===== config.mk =====
export PLATFORM = sky130hd
export DESIGN_NAME = inverter_frame_deframer
export DESIGN_NICKNAME = d
export VERILOG_FILES = /design/src/hdl/ifd_pkg.sv /design/src/hdl/ifd_front.sv /design/src/hdl/ifd_back.sv /design/src/hdl/inverter_frame_deframer.sv
export SDC_FILE = /design/constraint.sdc
export NUM_CORES = 1
export LEC_CHECK = 0
export BUFFER_PORTS_ARGS = -buffer_cell sky130_fd_sc_hd__buf_2
export CORE_MARGIN = 5
export CORE_UTILIZATION = 35
export CTS_CLUSTER_DIAMETER = 200
export CTS_CLUSTER_SIZE = 10
export DETAILED_ROUTE_END_ITERATION = 12
export PLACE_DENSITY = 0.55
export SYNTH_ARGS = -nofsm -noshare
export SYNTH_HDL_FRONTEND = slang
export SYNTH_SLANG_ARGS = --single-unit

===== constraint.sdc =====
create_clock -name clk -period 5.59 [get_ports clk]
set_input_delay 1.118 -clock clk [delete_from_list [all_inputs] [get_ports clk]]
set_output_delay 1.118 -clock clk [all_outputs]
set_load 0.02 [all_outputs]

===== src/hdl/ifd_pkg.sv =====
// Shared types, constants and the CRC step function of the frame deframer.
package ifd_pkg;

  // Packet layout.
  localparam logic [16:0] POS_MAX     = 17'h1FFFF;
  localparam logic [16:0] FRAME_START = 17'd20;
  localparam logic [17:0] MIN_SIZE    = 18'd37;
  localparam logic [17:0] FRAME_EXTRA = 18'd6;
  localparam logic [17:0] CRC_OFFSET  = 18'd4;
  localparam logic [16:0] WORD_LO_POS = 17'd35;
  localparam logic [16:0] WORD_HI_POS = 17'd36;
  localparam logic [7:0]  PREFIX_0    = 8'hA1;
  localparam logic [7:0]  PREFIX_1    = 8'h1A;
  localparam logic [15:0] CRC_INIT    = 16'hFFFF;
  localparam logic [15:0] CRC_POLY    = 16'hA001;

  // Configuration register indexes.
  localparam logic [7:0] CFG_DATA_FUNC = 8'd0;
  localparam logic [7:0] CFG_READ_FUNC = 8'd1;

  // Field codes assigned to a byte by the front end.
  localparam logic [3:0] FLD_NONE     = 4'd0;
  localparam logic [3:0] FLD_PREFIX0  = 4'd1;
  localparam logic [3:0] FLD_PREFIX1  = 4'd2;
  localparam logic [3:0] FLD_LEN_LO   = 4'd3;
  localparam logic [3:0] FLD_LEN_HI   = 4'd4;
  localparam logic [3:0] FLD_TCP_FUNC = 4'd5;
  localparam logic [3:0] FLD_DEV_FUNC = 4'd6;
  localparam logic [3:0] FLD_START_LO = 4'd7;
  localparam logic [3:0] FLD_START_HI = 4'd8;
  localparam logic [3:0] FLD_WORD_LO  = 4'd9;
  localparam logic [3:0] FLD_WORD_HI  = 4'd10;

  // Verdict codes.
  localparam logic [2:0] ST_OK       = 3'd0;
  localparam logic [2:0] ST_SHORT    = 3'd1;
  localparam logic [2:0] ST_PREFIX   = 3'd2;
  localparam logic [2:0] ST_LENGTH   = 3'd3;
  localparam logic [2:0] ST_TCP_FUNC = 3'd4;
  localparam logic [2:0] ST_CRC      = 3'd5;
  localparam logic [2:0] ST_DEV_FUNC = 3'd6;

  // Result kinds.
  localparam logic KIND_WORD    = 1'b0;
  localparam logic KIND_VERDICT = 1'b1;

  // A classified byte as it passes from front end to back end.
  typedef struct packed {
    logic [7:0]  rx_byte;
    logic        eop;
    logic [16:0] pos;
    logic [3:0]  field;
    logic        crc_on;
  } item_t;

  // One result item.
  typedef struct packed {
    logic        kind;
    logic [15:0] reg_address;
    logic [15:0] reg_value;
    logic [2:0]  status;
  } result_t;

  // Reflected CRC-16 over one byte, eight shift steps unrolled.
  function automatic logic [15:0] crc_feed(input logic [15:0] crc, input logic [7:0] b);
    logic [15:0] c;
    c = crc ^ {8'h00, b};
    for (int i = 0; i < 8; i++) begin
      if (c[0]) begin
        c = (c >> 1) ^ CRC_POLY;
      end else begin
        c = c >> 1;
      end
    end
    return c;
  endfunction

endpackage


===== src/hdl/ifd_front.sv =====
// Front end: tracks the byte position, classifies each byte and queues it.
module ifd_front import ifd_pkg::*; (
  input  logic        clk,
  input  logic        rst,
  input  logic        push,
  input  logic [7:0]  rx_byte,
  input  logic        end_of_packet,
  output logic        full,
  output logic        q_valid,
  output item_t       q_item,
  input  logic        q_take
);

  logic [16:0] pos;
  logic [16:0] pos_next;
  logic        accept;
  item_t       cls;
  item_t       q_mem [2];
  logic        wr_ptr;
  logic        rd_ptr;
  logic [1:0]  count;

  assign full    = (count == 2'd2);
  assign accept  = push && !full;
  assign q_valid = (count != 2'd0);
  assign q_item  = q_mem[rd_ptr];

  // Classify the byte by its position in the packet.
  always_comb begin
    cls.rx_byte = rx_byte;
    cls.eop     = end_of_packet;
    cls.pos     = pos;
    cls.crc_on  = (pos >= FRAME_START + 17'd2);
    if (pos == 17'd0) begin
      cls.field = FLD_PREFIX0;
    end else if (pos == 17'd1) begin
      cls.field = FLD_PREFIX1;
    end else if (pos == 17'd4) begin
      cls.field = FLD_LEN_LO;
    end else if (pos == 17'd5) begin
      cls.field = FLD_LEN_HI;
    end else if (pos == 17'd7) begin
      cls.field = FLD_TCP_FUNC;
    end else if (pos == FRAME_START + 17'd1) begin
      cls.field = FLD_DEV_FUNC;
    end else if (pos == FRAME_START + 17'd12) begin
      cls.field = FLD_START_LO;
    end else if (pos == FRAME_START + 17'd13) begin
      cls.field = FLD_START_HI;
    end else if (pos >= WORD_LO_POS && pos[0]) begin
      cls.field = FLD_WORD_LO;
    end else if (pos >= WORD_HI_POS && !pos[0]) begin
      cls.field = FLD_WORD_HI;
    end else begin
      cls.field = FLD_NONE;
    end
  end

  // Position counter saturates and returns to zero after the final byte.
  always_comb begin
    pos_next = pos;
    if (accept) begin
      if (end_of_packet) begin
        pos_next = 17'd0;
      end else if (pos != POS_MAX) begin
        pos_next = pos + 17'd1;
      end
    end
  end

  always_ff @(posedge clk) begin
    if (rst) begin
      pos    <= 17'd0;
      wr_ptr <= 1'b0;
      rd_ptr <= 1'b0;
      count  <= 2'd0;
    end else begin
      pos <= pos_next;
      if (accept) begin
        wr_ptr <= ~wr_ptr;
      end
      if (q_take) begin
        rd_ptr <= ~rd_ptr;
      end
      case ({accept, q_take})
        2'b10:   count <= count + 2'd1;
        2'b01:   count <= count - 2'd1;
        default: count <= count;
      endcase
    end
  end

  // Queue storage.
  always_ff @(posedge clk) begin
    if (accept) begin
      q_mem[wr_ptr] <= cls;
    end
  end

endmodule


===== src/hdl/ifd_back.sv =====
// Back end: captures fields, runs the CRC, builds results and queues them.
module ifd_back import ifd_pkg::*; (
  input  logic        clk,
  input  logic        rst,
  input  logic        q_valid,
  input  item_t       q_item,
  output logic        q_take,
  input  logic        cfg_valid,
  input  logic [7:0]  cfg_index,
  input  logic [7:0]  cfg_data,
  input  logic        pop,
  output logic        empty,
  output result_t     res_head
);

  logic [7:0]  data_func;
  logic [7:0]  read_func;
  logic [15:0] decl_len;
  logic [15:0] decl_len_next;
  logic        prefix_bad;
  logic        prefix_bad_next;
  logic [7:0]  tcp_func;
  logic [7:0]  tcp_func_next;
  logic [7:0]  dev_func;
  logic [7:0]  dev_func_next;
  logic [15:0] start_reg;
  logic [15:0] start_reg_next;
  logic [7:0]  low_hold;
  logic [15:0] crc;
  logic [15:0] crc_next;
  logic [15:0] tail;
  logic [15:0] tail_next;
  logic [16:0] word_off;
  logic [17:0] size;
  logic        res_we;
  result_t     res;
  result_t     r_mem [2];
  logic        r_wr;
  logic        r_rd;
  logic [1:0]  r_count;
  logic        deq;

  assign q_take   = q_valid && (r_count != 2'd2);
  assign empty    = (r_count == 2'd0);
  assign deq      = pop && !empty;
  assign res_head = r_mem[r_rd];
  assign word_off = q_item.pos - WORD_HI_POS;
  assign size     = {1'b0, q_item.pos} + 18'd1;

  // Field captures and CRC update for the byte at hand.
  always_comb begin
    prefix_bad_next = prefix_bad;
    decl_len_next   = decl_len;
    tcp_func_next   = tcp_func;
    dev_func_next   = dev_func;
    start_reg_next  = start_reg;
    case (q_item.field)
      FLD_PREFIX0:  prefix_bad_next = prefix_bad || (q_item.rx_byte != PREFIX_0);
      FLD_PREFIX1:  prefix_bad_next = prefix_bad || (q_item.rx_byte != PREFIX_1);
      FLD_LEN_LO:   decl_len_next   = {decl_len[15:8], q_item.rx_byte};
      FLD_LEN_HI:   decl_len_next   = {q_item.rx_byte, decl_len[7:0]};
      FLD_TCP_FUNC: tcp_func_next   = q_item.rx_byte;
      FLD_DEV_FUNC: dev_func_next   = q_item.rx_byte;
      FLD_START_LO: start_reg_next  = {start_reg[15:8], q_item.rx_byte};
      FLD_START_HI: start_reg_next  = {q_item.rx_byte, start_reg[7:0]};
      default:      ;
    endcase
    crc_next  = q_item.crc_on ? crc_feed(crc, tail[7:0]) : crc;
    tail_next = {q_item.rx_byte, tail[15:8]};
  end

  // Result for the byte: a word before the CRC bytes, or the verdict.
  always_comb begin
    res    = '0;
    res_we = 1'b0;
    if (q_item.eop) begin
      res_we   = 1'b1;
      res.kind = KIND_VERDICT;
      if (size < MIN_SIZE) begin
        res.status = ST_SHORT;
      end else if (prefix_bad_next) begin
        res.status = ST_PREFIX;
      end else if (size != {2'b00, decl_len_next} + FRAME_EXTRA) begin
        res.status = ST_LENGTH;
      end else if (tcp_func_next != data_func) begin
        res.status = ST_TCP_FUNC;
      end else if (tail_next != crc_next) begin
        res.status = ST_CRC;
      end else if (dev_func_next != read_func) begin
        res.status = ST_DEV_FUNC;
      end else begin
        res.status = ST_OK;
      end
    end else if (q_item.field == FLD_WORD_HI &&
                 {1'b0, q_item.pos} < {2'b00, decl_len} + CRC_OFFSET) begin
      res_we          = 1'b1;
      res.kind        = KIND_WORD;
      res.reg_address = start_reg + word_off[16:1];
      res.reg_value   = {q_item.rx_byte, low_hold};
    end
  end

  // Packet state; everything returns to reset after the final byte.
  always_ff @(posedge clk) begin
    if (rst) begin
      decl_len   <= 16'd0;
      prefix_bad <= 1'b0;
      tcp_func   <= 8'd0;
      dev_func   <= 8'd0;
      start_reg  <= 16'd0;
      low_hold   <= 8'd0;
      crc        <= CRC_INIT;
      tail       <= 16'd0;
    end else if (q_take) begin
      if (q_item.eop) begin
        decl_len   <= 16'd0;
        prefix_bad <= 1'b0;
        tcp_func   <= 8'd0;
        dev_func   <= 8'd0;
        start_reg  <= 16'd0;
        low_hold   <= 8'd0;
        crc        <= CRC_INIT;
        tail       <= 16'd0;
      end else begin
        decl_len   <= decl_len_next;
        prefix_bad <= prefix_bad_next;
        tcp_func   <= tcp_func_next;
        dev_func   <= dev_func_next;
        start_reg  <= start_reg_next;
        crc        <= crc_next;
        tail       <= tail_next;
        if (q_item.field == FLD_WORD_LO) begin
          low_hold <= q_item.rx_byte;
        end
      end
    end
  end

  // Configuration registers.
  always_ff @(posedge clk) begin
    if (rst) begin
      data_func <= 8'd194;
      read_func <= 8'd4;
    end else if (cfg_valid) begin
      if (cfg_index == CFG_DATA_FUNC) begin
        data_func <= cfg_data;
      end else if (cfg_index == CFG_READ_FUNC) begin
        read_func <= cfg_data;
      end
    end
  end

  // Result queue control.
  always_ff @(posedge clk) begin
    if (rst) begin
      r_wr    <= 1'b0;
      r_rd    <= 1'b0;
      r_count <= 2'd0;
    end else begin
      if (q_take && res_we) begin
        r_wr <= ~r_wr;
      end
      if (deq) begin
        r_rd <= ~r_rd;
      end
      case ({q_take && res_we, deq})
        2'b10:   r_count <= r_count + 2'd1;
        2'b01:   r_count <= r_count - 2'd1;
        default: r_count <= r_count;
      endcase
    end
  end

  // Result queue storage.
  always_ff @(posedge clk) begin
    if (q_take && res_we) begin
      r_mem[r_wr] <= res;
    end
  end

endmodule


===== src/hdl/inverter_frame_deframer.sv =====
// Top level of the framed register-response deframer.
//
// Packet bytes enter through a queue-style port: an item is taken when push
// is high and full is low, end_of_packet marks the last byte of a packet.
// Results leave through a queue-style port: the oldest result sits on kind,
// reg_address, reg_value and status while empty is low, and pop removes it.
// A register word comes out for each completed word before the CRC bytes;
// the last byte of a packet yields one verdict and nothing else.
// A result reaches the result ports by way of both queues: its byte is first
// written to the front end's queue, then its result lands in the result queue.
// Throughput is one byte per cycle while full stays low; the back end's unrolled
// byte-wide CRC and field capture handle each byte whole, without iteration.
// When the receiver stops popping, the two-entry result queue fills, the
// back end stops draining its input queue, and full rises once that queue
// holds two bytes. No item is lost.
// Configuration is written through cfg_valid/cfg_ready (always ready) with
// cfg_index 0 for the transport function and 1 for the device function.
// A synchronous reset empties both queues, restores the register defaults
// and starts a fresh packet.
module inverter_frame_deframer import ifd_pkg::*; (
  input  logic        clk,
  input  logic        rst,
  input  logic        push,
  output logic        full,
  input  logic [7:0]  rx_byte,
  input  logic        end_of_packet,
  output logic        empty,
  input  logic        pop,
  output logic        kind,
  output logic [15:0] reg_address,
  output logic [15:0] reg_value,
  output logic [2:0]  status,
  input  logic        cfg_valid,
  output logic        cfg_ready,
  input  logic [7:0]  cfg_index,
  input  logic [7:0]  cfg_data
);

  logic    q_valid;
  item_t   q_item;
  logic    q_take;
  result_t res_head;

  assign cfg_ready   = 1'b1;
  assign kind        = res_head.kind;
  assign reg_address = res_head.reg_address;
  assign reg_value   = res_head.reg_value;
  assign status      = res_head.status;

  // Byte classification and input queue.
  ifd_front u_front (
    .clk           (clk),
    .rst           (rst),
    .push          (push),
    .rx_byte       (rx_byte),
    .end_of_packet (end_of_packet),
    .full          (full),
    .q_valid       (q_valid),
    .q_item        (q_item),
    .q_take        (q_take)
  );

  // Field checks, CRC and result queue.
  ifd_back u_back (
    .clk       (clk),
    .rst       (rst),
    .q_valid   (q_valid),
    .q_item    (q_item),
    .q_take    (q_take),
    .cfg_valid (cfg_valid),
    .cfg_index (cfg_index),
    .cfg_data  (cfg_data),
    .pop       (pop),
    .empty     (empty),
    .res_head  (res_head)
  );

endmodule

==> flow_metrics.tcl <==
set metrics [dict create \
    ir_worst_vdd_v 0.000192 \
    hold_start "u_back.tail[12]" \
    crit_family "simple AND/OR/NAND/NOR gates" \
    synth-edff-count 134 \
    worst_pin_slew_ns 1.15 \
    final_util_pct 39.9 \
    worst_setup_path_end_kind "flop" \
    status "complete, no violations" \
    vias 11100 \
    ys.flop_type "edfxtp_1" \
    min_period_over_period_pct 84.6 \
    cts_buffers 30 \
    path_class "flop to flop" \
    dr_wl_met2_mm 17.9 \
    port_buffers 67 \
    rows 74 \
    fin_skew_ns 0.0163 \
    core_region_area_um2 40800 \
    power.density_nw_per_um2 427 \
    leakage_uw 0.00592 \
    synth_top_cell_by_area "edfxtp_1" \
    final_nets 1570 \
    max_freq_mhz 212 \
    dp_hpwl_mm 29.9 \
    registers.top_by_ff_count "u_back.r_mem" \
    rrSetupSlack_ns 0.86 \
    grt_pass1_wl_mm 62.6 \
    fp.dieW_um 213 \
    synth.top_cell.area_share_pct 27.8 \
    async_flop_share_pct 0 \
    wl_met1_mm 19.4 \
    cp.required_ns 5.90 \
    multiInputGateArea_um2 7370 \
    fill_cells 4039 \
    io_pins 69 \
    critPathLaunchType "flop" \
    wl_met3_mm 2.45 \
    cpMaxStageDelayCell "or4_1" \
    setup_viol 0 \
    cts_resized 0 \
    avgViaCountPerCell 5.39 \
    path_clk_slew_ns 0.06 \
    drtIter0Drc 775 \
    cts_max_path_buffers 3 \
    yosysMostFrequentCell "nor2_1" \
    routed_wl_mm 40.9 \
    max_cap_violations 0 \
    syn-cell-area_um2 14500 \
    drive_above_1_share_pct 13.9 \
    synth_area_leaders "edfxtp_1 (28%), dfxtp_1 (18%), xnor2_1 (5.3%)" \
    fin_setup_tns_ns 0 \
    seq_area_frac_synth_pct 46.1 \
    start_util_pct 35.4 \
    grt_antenna_before_repair 0 \
    rsz0062_at_grt "no" \
    grt_start_max_net_pins 106 \
    slew_violations 0 \
    drc 0 \
    crit_chain "buf_4, nand3b_1, a22oi_1, buf_4, mux2_4, or4_1, o31a_1, nor4_1, nand4b_1, or4b_4, o21ba_1" \
    grt_overflow_total 0 \
    clkSinkCount 266 \
    synth_top_cells_by_count "nor2_1 (183), edfxtp_1 (134), dfxtp_1 (132)" \
    grt_pass1_vias 10600 \
    syn_nets 1500 \
    yosysUniqueCellTypes 85 \
    grt_use_total_pct 17.6 \
    hold_slack_ns 0.476 \
    cts_setup_buffers 0 \
    wl_per_cell_um 20.0 \
    avgSynthCellArea_um2 10.1 \
    syn2layout_area_growth_pct 12.8 \
    period_needed_ns 4.73 \
    cts-hold-fix-buffers 0 \
    antenna_left 0 \
    seq_area_um2 6670 \
    largest_reg_flops 72 \
    arrival_ns 5.03 \
    root_buffer "clkbuf_16" \
    synth_cells 1427 \
    cp_num_buf_inv 2 \
    finalHoldViolations 0 \
    crit_top_cell "buf_4" \
    ys_ff_latch 266 \
    first_pass_iters 5 \
    yosys_warnings 0 \
    die_y_um 213 \
    cts_tree "built" \
    insertion_delay_ns 0.56 \
    max_stage_delay_ns 0.66 \
    slew_headroom_pct 23.6 \
    antenna_cells 0 \
    largest_registers "u_back.r_mem: 72 flops, u_front.q_mem: 62 flops, u_front.pos: 17 flops" \
    die_area_um2 45500 \
    top_layer_used "met4" \
    routabilityCongestion 0.943 \
    hold_class "flop to flop" \
    critPathMaxFanout 35 \
    cts_htree_levels 1 \
]
[cell type report]
| class | instances | area share [%] |
|---|---|---|
| inverter | 46 | 1.06 |
| timing repair buffer | 95 | 3.36 |
| sequential | 266 | 40.9 |
| clock buffer | 52 | 5.37 |
| multi-input combinational | 1058 | 45.2 |
| tap | 532 | 4.08 |
[metrics by stage]
step / setup slack [ns] / total power, uW / area, um^2 / instances
2_1_floorplan: 0.217 / 4330 / 14500 / 1427
4_1_cts: 0.904 / 7020 / 16300 / 2049
5_1_grt: 0.606 / 7340 / 16300 / 2049
3_3_place_gp: 0.992 / 5180 / 15400 / 1997
3_5_place_dp: 0.919 / 5190 / 15400 / 1997
6_report: 0.863 / 6960 / 16300 / 2049
[report_power, final]
part	internal, uW	total [uW]	switching, uW
clock network	1050	1790	749
logic	983	2660	1680
registers	2320	2510	188
[worst min-delay path: cells and delay by family, from the launching register on]
kind | cells | cell delay [ns]
AOI/OAI and AO/OA | 1 | 0.05
DFF | 1 | 0.32
and+or+nand+nor | 1 | 0.06
[cell families after synthesis]
| group | after synthesis | synth area share [%] |
|---|---|---|
| and+or+nand+nor | 478 | 15.9 |
| DFF | 266 | 46.1 |
| muxes | 118 | 8.81 |
| buffers and inverters | 103 | 3.04 |
| xor gates and xnor gates | 135 | 9.10 |
| other | 1 | 0.0259 |
| adders and majority gates | 43 | 3.77 |
| AOI/OAI and AO/OA | 283 | 13.3 |
[layer usage]
metal  up-vias  global-route usage (%)
met3        64                    2.85
li1       5377                       -
met5         -                       0
met4         0                    5.07
met2       280                    27.0
met1      5332                    25.7
[layout by cell type (no fill, tap or decap), types with 13 or more instances in the layout]
master	instances
nand2b_1	20
buf_4	29
clkbuf_16	32
inv_1	44
nand2_1	82
mux2i_1	59
o21ai_0	48
mux2_2	53
dfxtp_1	130
nor2_1	180
edfxtp_1	134
o22ai_1	17
buf_2	66
a21o_1	13
nand4_1	16
ha_1	42
clkbuf_1	20
a21oi_1	59
xor2_1	38
a22oi_1	63
nand3_1	43
nor3_1	35
and3_1	22
nor4_1	14
xnor2_1	87
[final timing paths]
check / endpoint / cells after the start
worst max register to register: u_back.r_mem[0][1] / 11
worst min register to register: u_back.tail[12] / 2
worst min-delay path: u_back.tail[12] / 2
worst max-delay path: u_back.r_mem[0][1] / 11
No activity file was read; power rests on OpenSTA's default activity.
